File: src/sv/trd_pkg.sv
// ----------------------------------------------------------------------------
// trd_pkg
// Shared types and constants of the transparent run decoder: beat payloads,
// decoder phases, register map and the constant row-step divider.
// ----------------------------------------------------------------------------
`default_nettype none

package trd_pkg;

  // destination line pitch, in pixels
  localparam int unsigned LINE_PITCH = 320;
  localparam int unsigned HALF_PITCH = LINE_PITCH / 2;

  // pen registers wrap at 16 bits
  localparam int unsigned PEN_W = 16;
  localparam logic [PEN_W-1:0] PITCH_PEN = PEN_W'(LINE_PITCH);

  // rows = ceil((skip - half) / pitch) = (skip + bias) / pitch
  localparam int unsigned SKIP_BIAS = LINE_PITCH - 1 - HALF_PITCH;

  // divide by pitch as a multiply by a rounded-up reciprocal,
  // exact for any dividend below 2**DIV_IN_W
  localparam int unsigned DIV_IN_W  = 17;
  localparam int unsigned DIV_SHIFT = DIV_IN_W + $clog2(LINE_PITCH);
  localparam int unsigned RECIP_W   = DIV_IN_W + 1;
  localparam int unsigned PROD_W    = DIV_IN_W + RECIP_W;
  localparam logic [RECIP_W-1:0] DIV_RECIP =
    RECIP_W'(((64'd1 << DIV_SHIFT) + 64'(LINE_PITCH) - 64'd1) / 64'(LINE_PITCH));

  // window limits are capped so every pixel fits the 11-bit outputs
  localparam int unsigned LIMIT_W = 12;
  localparam logic [LIMIT_W-1:0] OUT_LIMIT = 12'd2048;

  // register map, word index
  localparam int unsigned ADDR_W = 4;
  localparam logic [1:0] REG_ORIGIN_X      = 2'd0;
  localparam logic [1:0] REG_ORIGIN_Y      = 2'd1;
  localparam logic [1:0] REG_WINDOW_WIDTH  = 2'd2;
  localparam logic [1:0] REG_WINDOW_HEIGHT = 2'd3;

  typedef enum logic [2:0] {
    PH_IDLE    = 3'd0,
    PH_SKIP_HI = 3'd1,
    PH_NEXT_LO = 3'd2,
    PH_NEXT_HI = 3'd3,
    PH_CNT_LO  = 3'd4,
    PH_CNT_HI  = 3'd5,
    PH_COLOR   = 3'd6
  } phase_t;

  typedef struct packed {
    logic [7:0] stream_byte;
    logic       start_of_image;
    logic       end_of_stream;
  } trd_in_t;

  typedef struct packed {
    logic [10:0] pixel_x;
    logic [10:0] pixel_y;
    logic [7:0]  pixel_color;
  } trd_out_t;

endpackage

`default_nettype wire

File: src/sv/trd_out_buf.sv
// ----------------------------------------------------------------------------
// trd_out_buf
// Two-entry output buffer: an output register plus a skid register, so the
// decoder keeps taking bytes while one pixel waits on a stalled sink.
// ----------------------------------------------------------------------------
`default_nettype none

module trd_out_buf (
  input  wire logic              clk,
  input  wire logic              rst,
  input  wire logic              push,
  input  wire trd_pkg::trd_out_t push_data,
  output logic                   full,
  output logic                   out_valid,
  input  wire logic              out_ready,
  output trd_pkg::trd_out_t      out_data
);
  import trd_pkg::*;

  logic     skid_valid;
  trd_out_t skid_data;
  logic     pop;

  assign pop  = out_valid && out_ready;
  assign full = skid_valid;

  always_ff @(posedge clk) begin
    if (rst) begin
      out_valid  <= 1'b0;
      skid_valid <= 1'b0;
    end else if (!out_valid || pop) begin
      if (skid_valid) begin
        out_valid  <= 1'b1;
        skid_valid <= push;
      end else begin
        out_valid  <= push;
      end
    end else if (push) begin
      skid_valid <= 1'b1;
    end
  end

  always_ff @(posedge clk) begin
    if (!out_valid || pop) begin
      if (skid_valid) begin
        out_data <= skid_data;
        if (push) begin
          skid_data <= push_data;
        end
      end else if (push) begin
        out_data <= push_data;
      end
    end else if (push) begin
      skid_data <= push_data;
    end
  end

endmodule

`default_nettype wire

File: src/sv/transparent_run_decoder.sv
// ----------------------------------------------------------------------------
// transparent_run_decoder
// Decodes a skip/draw transparency byte stream into pixel writes, one stream
// byte per beat, at most one pixel per byte.
//
//   channel  signals                               beat
//   in       in_valid, in_ready, in_data            one file byte + flags
//   out      out_valid, out_ready, out_data         one pixel write
//   cfg      psel, penable, pwrite, paddr, pwdata   one register write
//
// One byte is taken every cycle while in_ready is high; a pixel in the window is
// registered into the output buffer when its color byte is taken. The row count
// of a skip word comes from a reciprocal multiply registered from the stored skip
// word, ahead of its use at the count. A stalled sink is absorbed by a two-entry
// output buffer; in_ready drops only when both entries hold pixels.
// Synchronous reset idles the decoder and loads the default window.
// ----------------------------------------------------------------------------
`default_nettype none

module transparent_run_decoder (
  input  wire logic                      clk,
  input  wire logic                      rst,
  input  wire logic                      in_valid,
  output logic                           in_ready,
  input  wire trd_pkg::trd_in_t          in_data,
  output logic                           out_valid,
  input  wire logic                      out_ready,
  output trd_pkg::trd_out_t              out_data,
  input  wire logic                      psel,
  input  wire logic                      penable,
  input  wire logic                      pwrite,
  input  wire logic [trd_pkg::ADDR_W-1:0] paddr,
  input  wire logic [31:0]               pwdata,
  output logic [31:0]                    prdata,
  output logic                           pready
);
  import trd_pkg::*;

  // configuration registers
  logic [9:0]  origin_x;
  logic [9:0]  origin_y;
  logic [10:0] window_width;
  logic [10:0] window_height;

  // decoder state
  phase_t           phase, phase_next;
  logic [7:0]       low_byte_hold, low_byte_hold_next;
  logic [PEN_W-1:0] skip_word, skip_word_next;
  logic [PEN_W-1:0] run_left, run_left_next;
  logic [PEN_W-1:0] pen_x, pen_x_next;
  logic [PEN_W-1:0] pen_y, pen_y_next;
  logic [PEN_W-1:0] skip_rows;

  logic             accept;
  logic             cfg_write;
  logic             emit;
  trd_out_t         pixel;
  logic             buf_full;

  logic [PEN_W-1:0] word;
  logic [DIV_IN_W-1:0] div_in;
  logic [PROD_W-1:0]   div_prod;
  logic [PEN_W-1:0] step_back;
  logic [PEN_W-1:0] skip_pen_x;
  logic [PEN_W-1:0] skip_pen_y;
  logic [LIMIT_W-1:0] bottom_sum, bottom;
  logic [LIMIT_W-1:0] right_sum, right;
  logic             row_hit;
  logic             in_window;
  logic [PEN_W-1:0] run_dec;

  // ---------------------------------------------------------------- config
  assign pready    = 1'b1;
  assign cfg_write = psel && penable && pwrite;

  always_ff @(posedge clk) begin
    if (rst) begin
      origin_x      <= '0;
      origin_y      <= '0;
      window_width  <= 11'd320;
      window_height <= 11'd200;
    end else if (cfg_write) begin
      case (paddr[3:2])
        REG_ORIGIN_X:      origin_x      <= pwdata[9:0];
        REG_ORIGIN_Y:      origin_y      <= pwdata[9:0];
        REG_WINDOW_WIDTH:  window_width  <= pwdata[10:0];
        REG_WINDOW_HEIGHT: window_height <= pwdata[10:0];
        default: ;
      endcase
    end
  end

  always_comb begin
    case (paddr[3:2])
      REG_ORIGIN_X:      prdata = {22'd0, origin_x};
      REG_ORIGIN_Y:      prdata = {22'd0, origin_y};
      REG_WINDOW_WIDTH:  prdata = {21'd0, window_width};
      REG_WINDOW_HEIGHT: prdata = {21'd0, window_height};
      default:           prdata = '0;
    endcase
  end

  // ------------------------------------------------------------- row step
  // rows = 0 when the skip fits in half a line
  assign div_in   = DIV_IN_W'(skip_word) + DIV_IN_W'(SKIP_BIAS);
  assign div_prod = PROD_W'(div_in) * PROD_W'(DIV_RECIP);

  always_ff @(posedge clk) begin
    if (skip_word > PEN_W'(HALF_PITCH)) begin
      skip_rows <= PEN_W'(div_prod >> DIV_SHIFT);
    end else begin
      skip_rows <= '0;
    end
  end

  assign step_back  = skip_rows * PITCH_PEN;
  assign skip_pen_x = pen_x + skip_word - step_back;
  assign skip_pen_y = pen_y + skip_rows;

  assign bottom_sum = LIMIT_W'(origin_y) + LIMIT_W'(window_height);
  assign bottom     = (bottom_sum > OUT_LIMIT) ? OUT_LIMIT : bottom_sum;
  assign row_hit    = skip_pen_y >= PEN_W'(bottom);

  assign right_sum  = LIMIT_W'(origin_x) + LIMIT_W'(window_width);
  assign right      = (right_sum > OUT_LIMIT) ? OUT_LIMIT : right_sum;
  assign in_window  = (pen_x >= PEN_W'(origin_x)) && (pen_x < PEN_W'(right));

  assign word    = {in_data.stream_byte, low_byte_hold};
  assign run_dec = run_left - PEN_W'(1);
  assign accept  = in_valid && in_ready;
  assign in_ready = !buf_full;

  // ----------------------------------------------------------- next phase
  always_comb begin
    phase_next = phase;
    if (accept) begin
      if (in_data.end_of_stream) begin
        phase_next = PH_IDLE;
      end else if (in_data.start_of_image) begin
        phase_next = PH_SKIP_HI;
      end else begin
        case (phase)
          PH_IDLE:    phase_next = PH_IDLE;
          PH_SKIP_HI: phase_next = PH_CNT_LO;
          PH_NEXT_LO: phase_next = PH_NEXT_HI;
          PH_NEXT_HI: phase_next = (word == '0) ? PH_IDLE : PH_CNT_LO;
          PH_CNT_LO:  phase_next = PH_CNT_HI;
          PH_CNT_HI:  phase_next = (word == '0 || row_hit) ? PH_IDLE : PH_COLOR;
          PH_COLOR:   phase_next = (run_dec == '0) ? PH_NEXT_LO : PH_COLOR;
          default:    phase_next = PH_IDLE;
        endcase
      end
    end
  end

  // ------------------------------------------------------------- datapath
  always_comb begin
    low_byte_hold_next = low_byte_hold;
    skip_word_next     = skip_word;
    run_left_next      = run_left;
    pen_x_next         = pen_x;
    pen_y_next         = pen_y;
    emit               = 1'b0;
    if (accept && !in_data.end_of_stream) begin
      if (in_data.start_of_image) begin
        pen_x_next         = PEN_W'(origin_x);
        pen_y_next         = PEN_W'(origin_y);
        low_byte_hold_next = in_data.stream_byte;
      end else begin
        case (phase)
          PH_SKIP_HI: skip_word_next = word;
          PH_NEXT_LO: low_byte_hold_next = in_data.stream_byte;
          PH_NEXT_HI: begin
            if (word != '0) begin
              skip_word_next = word;
            end
          end
          PH_CNT_LO:  low_byte_hold_next = in_data.stream_byte;
          PH_CNT_HI: begin
            if (word != '0) begin
              pen_x_next    = skip_pen_x;
              pen_y_next    = skip_pen_y;
              run_left_next = word;
            end
          end
          PH_COLOR: begin
            emit          = in_window;
            pen_x_next    = pen_x + PEN_W'(1);
            run_left_next = run_dec;
          end
          default: ;
        endcase
      end
    end
  end

  assign pixel.pixel_x     = pen_x[10:0];
  assign pixel.pixel_y     = pen_y[10:0];
  assign pixel.pixel_color = in_data.stream_byte;

  always_ff @(posedge clk) begin
    if (rst) begin
      phase         <= PH_IDLE;
      low_byte_hold <= '0;
      skip_word     <= '0;
      run_left      <= '0;
      pen_x         <= '0;
      pen_y         <= '0;
    end else begin
      phase         <= phase_next;
      low_byte_hold <= low_byte_hold_next;
      skip_word     <= skip_word_next;
      run_left      <= run_left_next;
      pen_x         <= pen_x_next;
      pen_y         <= pen_y_next;
    end
  end

  trd_out_buf u_out_buf (
    .clk       (clk),
    .rst       (rst),
    .push      (emit),
    .push_data (pixel),
    .full      (buf_full),
    .out_valid (out_valid),
    .out_ready (out_ready),
    .out_data  (out_data)
  );

  // ----------------------------------------------------------- assertions
  a_stall_holds_pixel: assert property (@(posedge clk) disable iff (rst)
    !in_ready |-> out_valid)
    else $error("input stalled with no pixel pending");

  a_emit_in_color: assert property (@(posedge clk) disable iff (rst)
    emit |-> (accept && phase == PH_COLOR))
    else $error("pixel produced outside a color run");

  a_run_nonzero: assert property (@(posedge clk) disable iff (rst)
    (phase == PH_COLOR) |-> (run_left != '0))
    else $error("color phase with empty run");

  a_eos_idles: assert property (@(posedge clk) disable iff (rst)
    (accept && in_data.end_of_stream) |=> (phase == PH_IDLE))
    else $error("end of stream did not stop decoding");

endmodule

`default_nettype wire
File: config.mk
export PLATFORM = sky130hd
export DESIGN_NAME = transparent_run_decoder
export DESIGN_NICKNAME = d
export VERILOG_FILES = /design/src/sv/trd_pkg.sv /design/src/sv/trd_out_buf.sv /design/src/sv/transparent_run_decoder.sv
export SDC_FILE = /design/constraint.sdc
export NUM_CORES = 1
export LEC_CHECK = 0
export ABC_AREA = 1
export BUFFER_PORTS_ARGS = -buffer_cell sky130_fd_sc_hd__buf_4
export CAP_MARGIN = 10
export CORE_MARGIN = 3
export CORE_UTILIZATION = 45
export CTS_CLUSTER_SIZE = 14
export DETAILED_ROUTE_END_ITERATION = 7
export GPL_ROUTABILITY_DRIVEN = 0
export HOLD_SLACK_MARGIN = 0.15
export MAX_ROUTING_LAYER = met4
export PLACE_DENSITY = 0.61
export SYNTH_ARGS = -nofsm -noshare
export SYNTH_HDL_FRONTEND = slang
export SYNTH_HIERARCHICAL = 1
export SYNTH_SLANG_ARGS = --single-unit
File: constraint.sdc
create_clock -name clk -period 17.04 [get_ports clk]
set_input_delay 3.408 -clock clk [delete_from_list [all_inputs] [get_ports clk]]
set_output_delay 3.408 -clock clk [all_outputs]
set_load 0.05 [all_outputs]
# Word level (Yosys, flattened, before mapping)
# Cells that the tools add are included.
# op_classes
add_sub_neg	8
n_reduce_logical	34
order_cmp	6
n_eq_ne	13
n_mul	2
bitwise	1
mux	32
# op_table
cell	n
$mux W30	5
$pmux W32 S4	1
$mux W16	6
$pmux W16 S2	3
$mul A17 B16 Y33 const B	1
$add A16 B16 Y16	2
$logic_not A16 Y1	2
$add A10 B11 Y12	2
$gt A12 B12 Y1 const B	2
$mux W12	2
$pmux W3 S6	1
$add A16 B8 Y17 const B	1
$add A16 B1 Y16 const B	1
$ge A16 B10 Y1	1
$ge A16 B12 Y1	1
$gt A16 B8 Y1 const B	1
$lt A16 B12 Y1	1
$mul A16 B3 Y10 const B	1
$mux W8	2
$reduce_bool A16 Y1	1
$sub A16 B1 Y16 const B	1
$sub A16 B16 Y16	1
$mux W3	5
$reduce_bool A2 Y1	7
other kinds (19)	45
# totals
inputBits	53
regBits	195
out_inout_bits	65
elab_cells	116

# Depth between registers and ports, before layout
# Gate-level depths: netlist of run 1.
# depth
depth_word	11
depth_mapped	35
mapped_depth_nobuf	35

# By module
# The synthesis of run 1 kept the hierarchy.
# modules_own_cells
mod	seq_area_each_um2	instances	cells_each	area_per_inst_um2
transparent_run_decoder	2522.4	1	2054	14965.6
trd_out_buf	1841.8	1	170	2259.7

# Worst setup path before layout of run 1
# Ideal clock, no wire load.
# synth_path
kind	input to output
from	input paddr[3] (netlist name)
to	output prdata[1]
cell_stages	3
path_buffers	0
slack_ns	8.723
arrival_time_ns	4.909
required_time_ns	13.632
path_cell_list	nor2_1 > inv_1 > o21ai_0
# synth_via
elab_chain_len	2
elab_cells_between_ends	5
classes_between	eq/ne (3); mux (1); reduce/logical (1)
# synth_lines
element	line_no	source
start: declaration	transparent_run_decoder.sv:32	input wire logic [trd_pkg::ADDR_W-1:0] paddr,
$eq A2 B2 Y1, or another cell as far along	transparent_run_decoder.sv:94	case (paddr[3:2])
$pmux W32 S4 (*)	transparent_run_decoder.sv:94	
end: declaration	transparent_run_decoder.sv:34	output logic [31:0] prdata,
# Mark *: on every way between the ends. The rest lies on a longest branch, timed or not. The select of a mux whose other input is x is not followed.

# Final worst setup path of run 1
# layout_path
from	input paddr[3] (netlist name)
to	output prdata[9]
# The elaborated chain is that of the path after synthesis.

==> results of run 1 <==
==> cell type report <==
class                           count  area [µm²]
Inverter                          376        1410
Sequential cell                   188        4360
Timing Repair Buffer               79         593
Clock buffer                       17         425
Clock inverter                     15         179
Tap cell                          511         639
Fill cell                        3730       18900
Multi-Input combinational cell   1614       11200
==> placed cells by master, fill, tap and decap left out, types with 6 or more instances in the layout <==
cell / n
nor3_1: 13
o21a_1: 6
o21bai_1: 6
nand2_2: 6
nand3_1: 63
nand4_1: 23
buf_4: 79
nand2_1: 446
xor2_1: 43
inv_1: 368
a21oi_1: 181
a21o_1: 7
nor2_1: 180
clkbuf_16: 17
or2_2: 6
ha_1: 233
conb_1: 22
inv_2: 6
xnor2_1: 18
o21ai_0: 148
edfxtp_1: 60
o2111ai_1: 8
a31oi_1: 21
fa_1: 101
o211ai_1: 12
dfxtp_1: 128
o21ai_1: 6
nor2_2: 6
nor4_1: 9
==> state kept, by name, summed over array words and instances, names as in the netlist, 8 cells and up <==
| register | count |
|---|---|
| low_byte_hold | 8 |
| origin_x | 10 |
| origin_y | 10 |
| pen_x | 16 |
| pen_y | 16 |
| run_left | 16 |
| skip_rows | 9 |
| skip_word | 16 |
| u_out_buf/out_data | 30 |
| u_out_buf/skid_data | 30 |
| window_height | 11 |
| window_width | 11 |
==> report_power, final <==
| part | internal [mW] | total (mW) | switching [mW] |
|---|---|---|---|
| combinational | 0.161 | 0.435 | 0.274 |
| sequential | 0.469 | 0.482 | 0.0134 |
| clock | 0.222 | 0.418 | 0.196 |
==> final timing paths <==
| check | endpoint | from | slack (ns) |
|---|---|---|---|
| min | pen_y[15]$_SDFFE_PP0P_ | pen_y[15]$_SDFFE_PP0P_ | 0.48 |
| max reg2reg | skip_rows[5]$_SDFF_PP0_ | skip_word[0]$_SDFFE_PP0P_ | 9.45 |
| max | prdata[9] | paddr[3] | 8.95 |
| min reg2reg | pen_y[15]$_SDFFE_PP0P_ | pen_y[15]$_SDFFE_PP0P_ | 0.48 |
==> per-layer routing <==
metal | global-route usage | share of wire | routed length (µm) | vias to the layer above
met5 | - | 0 | 0 | -
met4 | 0.0630 | 0.023 | 1050 | 0
met3 | 0.0375 | 0.050 | 2240 | 62
met2 | 0.357 | 0.45 | 20200 | 344
met1 | 0.310 | 0.48 | 21300 | 6808
li1 | - | - | - | 7334
==> worst max-delay path, cell delays in order <==
cell	delay [ns]
buf_4	0.12
nor2_1	0.32
inv_1	0.21
o21ai_0	0.35
buf_4	0.27
==> through the flow <==
stage	cells	setup slack, ns	util
detailed placement	2768	8.99	0.483
CTS	2800	8.98	0.499
global placement	2768	9.03	0.483
global route	2800	8.82	0.499
finish	2800	8.95	0.499
floorplan	2244	8.72	-
==> kinds of logic after synthesis <==
| group | Yosys count | share of synthesized area |
|---|---|---|
| AOI/OAI and AO/OA | 425 | 0.138 |
| xor gates and xnor gates | 61 | 0.0310 |
| adders and majority gates | 334 | 0.287 |
| buffers and inverters | 442 | 0.103 |
| DFF | 188 | 0.253 |
| other | 2 | 0.000436 |
| and+or+nand+nor | 772 | 0.188 |
==> qor.yml, run 1 <==
global_route:
  grt_max_degree: 76
  antenna_found_initial: 0
  grt_pass1_wl_mm: 73.0
  grt_pass1_vias: 14300
  grt_use_total: 0.229
  grt_overflow: 0
logic_synthesis:
  yosysSeqAreaShare: 0.253
  synth_top_area_frac: 0.169
  synthTopCellsByCount: "nand2_1 (446), inv_1 (369), ha_1 (233), a21oi_1 (182), nor2_1 (180)"
  synth_top_cell_by_area: "ha_1"
  synth_area_um2: 17200
  synth-main-ff-cell: "dfxtp_1"
  synth-seq-cells: 188
  synthArstFlopShare: 0
  synthDistinctLibCells: 60
  ys.warnings.count: 6
  synthMostInstantiatedCell: "nand2_1"
  synth-edff-count: 60
  syn_inst: 2224
  synth.area.top_cells: "ha_1 (17%), dfxtp_1 (15%), fa_1 (12%), edfxtp_1 (10%), nand2_1 (9.7%)"
  synth.avg_cell_area_um2: 7.75
timing:
  final-max-slew-violation-count: 0
  setup_tns_ns: 0
  worstMarginPinSlew_ns: 1.14
  finClkSkew_ns: 0.0145
  hold_slack_ns: 0.484
  relSlewSlack: 0.236
  final-hold-violation-count: 0
  period_needed_ns: 8.09
  finalSetupViolations: 0
  fmax_mhz: 124
  finalCritPeriodShare: 0.475
  rsz0062_at_grt: "false"
floorplan:
  fp-row-count: 71
  fp.dieW_um: 202
  coreArea_um2: 37700
  ios: 118
  die_h_um: 202
  die_area_um2: 40700
  start_util: 0.457
clocking:
  clockRootBuffer: "clkbuf_16"
  insertion_delay_ns: 0.46
  ctsResizeCount: 0
  cts_tree: "built"
  numCtsBuffers: 17
  cts_hold_buffers: 0
  clk_pin_slew_ns: 0.07
  postCtsSetupBuffers: 0
  clockBufferDepth: 2
  htreeDepth: 4
  cts.sinks: 188
final_layout:
  design_area_um2: 18800
  layout.nets: 2663
  drive_gt1_frac: 0.0673
  diodes: 0
  syn_to_final_growth_pct: 9.09
worst_hold_path:
  hold_class: "flip-flop to flip-flop"
  hold_depth: 2
detailed_routing:
  routedWlPerCell_um: 16.0
  route.detailed.drc: 0
  via_count: 14500
  drt_pass1_iterations: 5
  drtAntennaViolNets: 0
  viasPerCell: 5.20
  drtIter0Drc: 1027
  finalWirelength_mm: 44.7
setup_path:
  worstPathRequired_ns: 13.63
  crit_path_end_kind: "output port"
  rr_worst_depth: 35
  path_class: "input port to output port"
  critPathMaxFanout: 7
  arrival_ns: 4.69
  startpoint_type: "input port"
run_status:
  status: "completed"
pwr:
  p_per_area_nw_per_um2: 71.1
  p_leak_nw: 9.36
  ir_drop_mv: 0.0711
  post-layout-total-power_mw: 1.34
place:
  dpl_cell_area_um2: 18200
  portBuffers: 72
  hpwl_mm: 35.5
job:
  drv_cap: 0
Power figures use the tool's default switching activity.
==> run 2: changes to the inputs <==
PLACE_DENSITY = 0.64   (was 0.61)
clock period = 7.2 ns   (was 17.04 ns; I/O delays follow)
==> run 2 against run 1 <==
Net effect: worst hold slack better by 0.0087 ns; clock skew down 0.0027 ns; highest routed layer unchanged; sequential power is 140% higher.
==> qor.yml, run 2 (synthesis results as in run 1) <==
setup_path:
  critPathMaxFanout: 4  # was 7
  path_class: "flip-flop to flip-flop"  # was input port to output port
  arrival_ns: 7.08  # was 4.69 ns
  crit_slowest_cell: "fa_1"  # was o21ai_0
  crit_path_end_kind: "flip-flop"  # was output port
  startpoint_type: "flip-flop"  # was input port
  worstPathRequired_ns: 7.53  # was 13.63 ns
  critPathMaxStageDelay_ns: 0.55  # was 0.35 ns
  crit_top_cell: "inv_1"  # was buf_4
detailed_routing:
  routedWlPerCell_um: 15.8  # was 16.0 µm
  drtAntennaViolNets: 0  # unchanged
  route.detailed.drc: 0  # unchanged
  via_count: 14700  # was 14,500
  drtIter0Drc: 1126  # was 1,027
  viasPerCell: 5.25  # was 5.20
  finalWirelength_mm: 44.5  # was 44.7 mm
  drt_pass1_iterations: 5  # unchanged
pwr:
  ir_drop_mv: 0.124  # was 0.0711 mV
  p_seq_frac: 0.373  # was 0.361
  p_leak_nw: 9.38  # was 9.36 nW
  swShare: 0.363  # was 0.362
  pwr-share-comb: 0.340  # was 0.326
  clkPwrFrac: 0.287  # was 0.313
  switchingPower_mw: 1.11  # was 0.483 mW
  post-layout-total-power_mw: 3.06  # was 1.34 mW
  power.internal_mw: 1.95  # was 0.852 mW
  p_per_area_nw_per_um2: 163  # was 71.1 nW/µm²
final_layout:
  num-fill-cells: 3669  # was 3,730
  drive_gt1_frac: 0.0709  # was 0.0673
  mostFrequentLayoutCells: "nand2_1 (446), inv_1 (368), ha_1 (233)"  # unchanged
  multi_input_area_um2: 11200  # about the same
  layout.nets: 2674  # was 2,663
  diodes: 0  # unchanged
  top_regs: "u_out_buf/out_data: 30 flops, u_out_buf/skid_data: 30 flops"  # unchanged
  final_common_cell: "nand2_1"  # unchanged
  design_area_um2: 18800  # about the same
  seq_area_um2: 4360  # unchanged
  syn_to_final_growth_pct: 9.19  # was 9.09%
timing:
  period_needed_ns: 6.75
  fmax_mhz: 148
  final-hold-violation-count: 0  # unchanged
  relSlewSlack: 0.258  # was 0.236
  finalCritPeriodShare: 0.937
  final-max-slew-violation-count: 0  # unchanged
  finClkSkew_ns: 0.0118  # was 0.0145 ns
  finalSetupViolations: 0  # unchanged
  worstMarginPinSlew_ns: 1.11  # was 1.14 ns
global_route:
  grt_max_degree: 93  # was 76
  grt_overflow: 0  # unchanged
  grt_pass1_wl_mm: 72.9  # was 73.0 mm
  grt_pass1_vias: 14200  # was 14,300
  antenna_found_initial: 0  # unchanged
  grt_use_total: 0.228  # was 0.229
clocking:
  clockBufferDepth: 2  # unchanged
  insertion_delay_ns: 0.45  # was 0.46 ns
  cts_tree: "built"  # unchanged
  cts_hold_buffers: 0  # unchanged
  cts.sinks: 188  # unchanged
  clockRootBuffer: "clkbuf_16"  # unchanged
  numCtsBuffers: 17  # unchanged
  htreeDepth: 4  # unchanged
  clk_pin_slew_ns: 0.07  # about the same
floorplan:
  coreArea_um2: 37700  # unchanged
  start_util: 0.457  # unchanged
  ios: 118  # unchanged
  die_h_um: 202  # unchanged
  fp.dieW_um: 202  # unchanged
  fp-row-count: 71  # unchanged
  die_area_um2: 40700  # unchanged
place:
  dpl_cell_area_um2: 18300  # was 18,200 µm²
  portBuffers: 72  # unchanged
  hpwl_mm: 35.2  # was 35.5 mm
worst_hold_path:
  hold_class: "flip-flop to flip-flop"  # unchanged
job:
  drv_cap: 0  # unchanged
run_status:
  status: "completed"  # unchanged
==> run 2: final cells by class <==
cell class,instances,share of cell area
multi-input cells,1614,0.595
flip-flops and latches,188,0.232
inverters,376,0.0750
repair buffers,90,0.0359
well taps,511,0.0340
clock buffers,23,0.0245
clock inverters,9,0.00339
==> run 2: critical path: cells and delay by family, from the launching register on <==
| kind | cells | cell delay, ns |
|---|---|---|
| xor+xnor | 1 | 0.25 |
| buf+inv | 10 | 0.76 |
| fa+ha+maj | 8 | 3.53 |
| compound gates | 9 | 1.28 |
| flops | 1 | 0.33 |
| simple gates | 5 | 0.44 |
==> run 2: timing repair <==
action                     4_1_cts  5_1_grt
gates resized for setup          0        3
setup buffers                    0        1
setup endpoints to repair        0        3
==> run 2: final timing paths <==
check / startpoint / end / slack [ns] / depth (start not counted)
worst min register to register: pen_y[15]$_SDFFE_PP0P_ / pen_y[15]$_SDFFE_PP0P_ / 0.49 / 2
worst max register to register: skip_word[0]$_SDFFE_PP0P_ / skip_rows[5]$_SDFF_PP0_ / 0.45 / 33
worst max-delay path: skip_word[0]$_SDFFE_PP0P_ / skip_rows[5]$_SDFF_PP0_ / 0.45 / 33
worst min-delay path: pen_y[15]$_SDFFE_PP0P_ / pen_y[15]$_SDFFE_PP0P_ / 0.49 / 2
==> run 2: metrics by stage <==
| stage | util | worst slack, ns | hold WS [ns] | cells | TNS (ns) |
|---|---|---|---|---|---|
| after floorplan | - | 0.815 | 0.453 | 2244 | 0 |
| after global placement | 0.485 | 0.436 | 0.465 | 2778 | 0 |
| after detailed placement | 0.485 | 0.320 | 0.485 | 2778 | 0 |
| after CTS | 0.499 | 0.281 | 0.495 | 2810 | 0 |
| after global routing | 0.499 | -0.0137 | 0.528 | 2811 | -0.0137 |
| final | 0.499 | 0.454 | 0.492 | 2811 | 0 |
==> run 2: power groups by stage <==
stage / sequential, mW / combinational [mW] / clock, mW
floorplan: 1.15 / 0.795 / 0
global placement: 1.16 / 1.01 / 0
detailed placement: 1.16 / 1.03 / 0
CTS: 1.14 / 1.04 / 0.894
global route: 1.14 / 1.21 / 0.942
finish: 1.14 / 1.04 / 0.879
==> run 2: routing by layer <==
metal / global-route usage / routed length, µm
met4: 0.0655 / 1090
met5: - / 0
met2: 0.354 / 20300
met3: 0.0283 / 2260
met1: 0.313 / 20800
==> run 3: changes to the inputs <==
PLACE_DENSITY = unset   (was 0.64)
clock period = 6.3 ns   (was 7.2 ns; I/O delays follow)
==> run 3 against run 2 <==
Net effect: worst hold slack worse by 0.0053 ns; sequential power increased by 14%; utilization rose by 3.0 points; wire length up 3.8%; total power is 28% higher; register-to-register slack got worse by 0.22 ns; flip-flop and latch count is the same; clock skew about the same; combinational power rose by 48%; first-iteration DRC count is 6.7% lower; sequential share of layout area is 1.3 points lower.
==> qor.yml, run 3 (synthesis results as in run 1) <==
floorplan:
  fp.dieW_um: 202  # unchanged
  coreArea_um2: 37700  # unchanged
  die_area_um2: 40700  # unchanged
  fp-row-count: 71  # unchanged
  start_util: 0.457  # unchanged
  die_h_um: 202  # unchanged
  ios: 118  # unchanged
clocking:
  cts_hold_buffers: 0  # unchanged
  clockBufferDepth: 2  # unchanged
  insertion_delay_ns: 0.45  # about the same
  clk_pin_slew_ns: 0.08  # was 0.07 ns
  clockRootBuffer: "clkbuf_16"  # unchanged
  numCtsBuffers: 17  # unchanged
  cts_tree: "built"  # unchanged
  cts.sinks: 188  # unchanged
  htreeDepth: 4  # unchanged
detailed_routing:
  finalWirelength_mm: 46.1  # was 44.5 mm
  drtAntennaViolNets: 0  # unchanged
  viasPerCell: 5.17  # was 5.25
  route.detailed.drc: 0  # unchanged
  via_count: 14900  # was 14,700
  drtIter0Drc: 1050  # was 1,126
  drt_pass1_iterations: 6  # was 5
  routedWlPerCell_um: 16.0  # was 15.8 µm
final_layout:
  num-fill-cells: 3636  # was 3,669
  layout.nets: 2747  # was 2,674
  mostFrequentLayoutCells: "nand2_1 (438), inv_1 (350), ha_1 (209)"  # was nand2_1 (446), inv_1 (368), ha_1 (233)
  diodes: 0  # unchanged
  final_common_cell: "nand2_1"  # unchanged
  design_area_um2: 19900  # was 18,800 µm²
  top_regs: "u_out_buf/out_data: 30 flops, u_out_buf/skid_data: 30 flops"  # unchanged
  drive_gt1_frac: 0.136  # was 0.0709
  syn_to_final_growth_pct: 15.8  # was 9.19%
global_route:
  grt_pass1_wl_mm: 74.0  # was 72.9 mm
  antenna_found_initial: 0  # unchanged
  grt_use_total: 0.231  # was 0.228
  grt_max_degree: 93  # unchanged
  grt_overflow: 0  # unchanged
  grt_pass1_vias: 14400  # was 14,200
pwr:
  p_leak_nw: 9.77  # was 9.38 nW
  p_per_area_nw_per_um2: 197  # was 163 nW/µm²
  post-layout-total-power_mw: 3.93  # was 3.06 mW
  ir_drop_mv: 0.136  # was 0.124 mV
setup_path:
  rr_worst_depth: 33  # unchanged
  crit_path_end_kind: "flip-flop"  # unchanged
  arrival_ns: 6.41  # was 7.08 ns
  worstPathRequired_ns: 6.64  # was 7.53 ns
  path_class: "flip-flop to flip-flop"  # unchanged
  crit_top_cell: "inv_2"  # was inv_1
  startpoint_type: "flip-flop"  # unchanged
  crit_slowest_cell: "fa_1"  # unchanged
  critPathMaxStageDelay_ns: 0.54  # was 0.55 ns
  critPathMaxFanout: 4  # unchanged
timing:
  fmax_mhz: 165  # was 148 MHz
  final-max-slew-violation-count: 0  # unchanged
  finClkSkew_ns: 0.0118  # about the same
  finalSetupViolations: 0  # unchanged
  worstMarginPinSlew_ns: 1.12  # was 1.11 ns
  final-hold-violation-count: 0  # unchanged
  period_needed_ns: 6.07  # was 6.75 ns
  finalCritPeriodShare: 0.963  # was 0.937
  relSlewSlack: 0.254  # was 0.258
place:
  portBuffers: 72  # unchanged
  hpwl_mm: 36.5  # was 35.2 mm
  dpl_cell_area_um2: 18700  # was 18,300 µm²
run_status:
  status: "completed"  # unchanged
worst_hold_path:
  hold_depth: 2  # unchanged
  hold_class: "flip-flop to flip-flop"  # unchanged
job:
  drv_cap: 0  # unchanged
-- run 3: cell count changes in the layout (fill, tap and decap cells not counted), moves of 6 or more --
cell,before,now
buf_4,90,160
ha_1,233,209
ha_4,0,23
inv_1,368,350
inv_2,6,24
nand2_1,446,438
o21ai_0,147,139
a21oi_1,181,174
a21oi_2,2,9
nor2_1,180,173
nand2_2,6,12
nor2_2,6,12
o21ai_1,7,13
-- run 3: through the flow --
step	utilization	hold slack [ns]	instances	TNS, ns	setup WS (ns)
after floorplan	-	0.453	2244	0	0.0558
after global placement	0.496	0.463	2834	-1.54	-0.281
after detailed placement	0.496	0.475	2834	-1.51	-0.283
after CTS	0.517	0.485	2870	0	0.000899
after global routing	0.529	0.504	2884	-0.217	-0.0743
final	0.529	0.487	2884	0	0.233
-- run 3: what timing repair did --
action / CTS / global route
resized for setup: 32 / 76
gates cloned: 0 / 0
setup buffers: 4 / 14
pin swaps: 8 / 51
endpoints found under the hold margin: 0 / 0
setup endpoints to repair: 9 / 9
-- run 3: per-layer routing --
metal  track usage  vias to the layer above  part of all wire
met1         0.314                     6992              0.47
li1              -                     7501                 -
met4        0.0548                        0             0.017
met2         0.357                      367              0.45
met5             -                        -                 0
met3        0.0474                       63             0.059
-- run 3: worst max-delay path: cells and delay by family, from the launching register on --
kind,cells,cell delay (ns)
simple gates,4,0.34
fa+ha+maj,8,3.28
compound gates,8,1.02
buf+inv,12,0.80
xor+xnor,1,0.19
flops,1,0.34
-- run 3: cell type report --
class                      count  area (µm²)  share of cell area
tap                          511         639              0.0321
timing repair buffer         163        1230              0.0619
clock buffer                  18         439              0.0220
sequential                   188        4370               0.219
multi-input combinational   1614       11700               0.587
inverter                     376        1410              0.0708
clock inverter                14         134             0.00671
-- run 3: worst paths after layout --
path | start | end | slack [ns]
setup / recovery | skip_word[0]$_SDFFE_PP0P_ | skip_rows[1]$_SDFF_PP0_ | 0.23
hold / removal | pen_y[15]$_SDFFE_PP0P_ | pen_y[15]$_SDFFE_PP0P_ | 0.49
setup reg to reg | skip_word[0]$_SDFFE_PP0P_ | skip_rows[1]$_SDFF_PP0_ | 0.23
hold reg to reg | pen_y[15]$_SDFFE_PP0P_ | pen_y[15]$_SDFFE_PP0P_ | 0.49
-- run 3: report_power, final --
part	internal (mW)	switching [mW]
logic	0.628	0.909
registers	1.27	0.0366
clock network	0.565	0.520
total	2.46	1.47
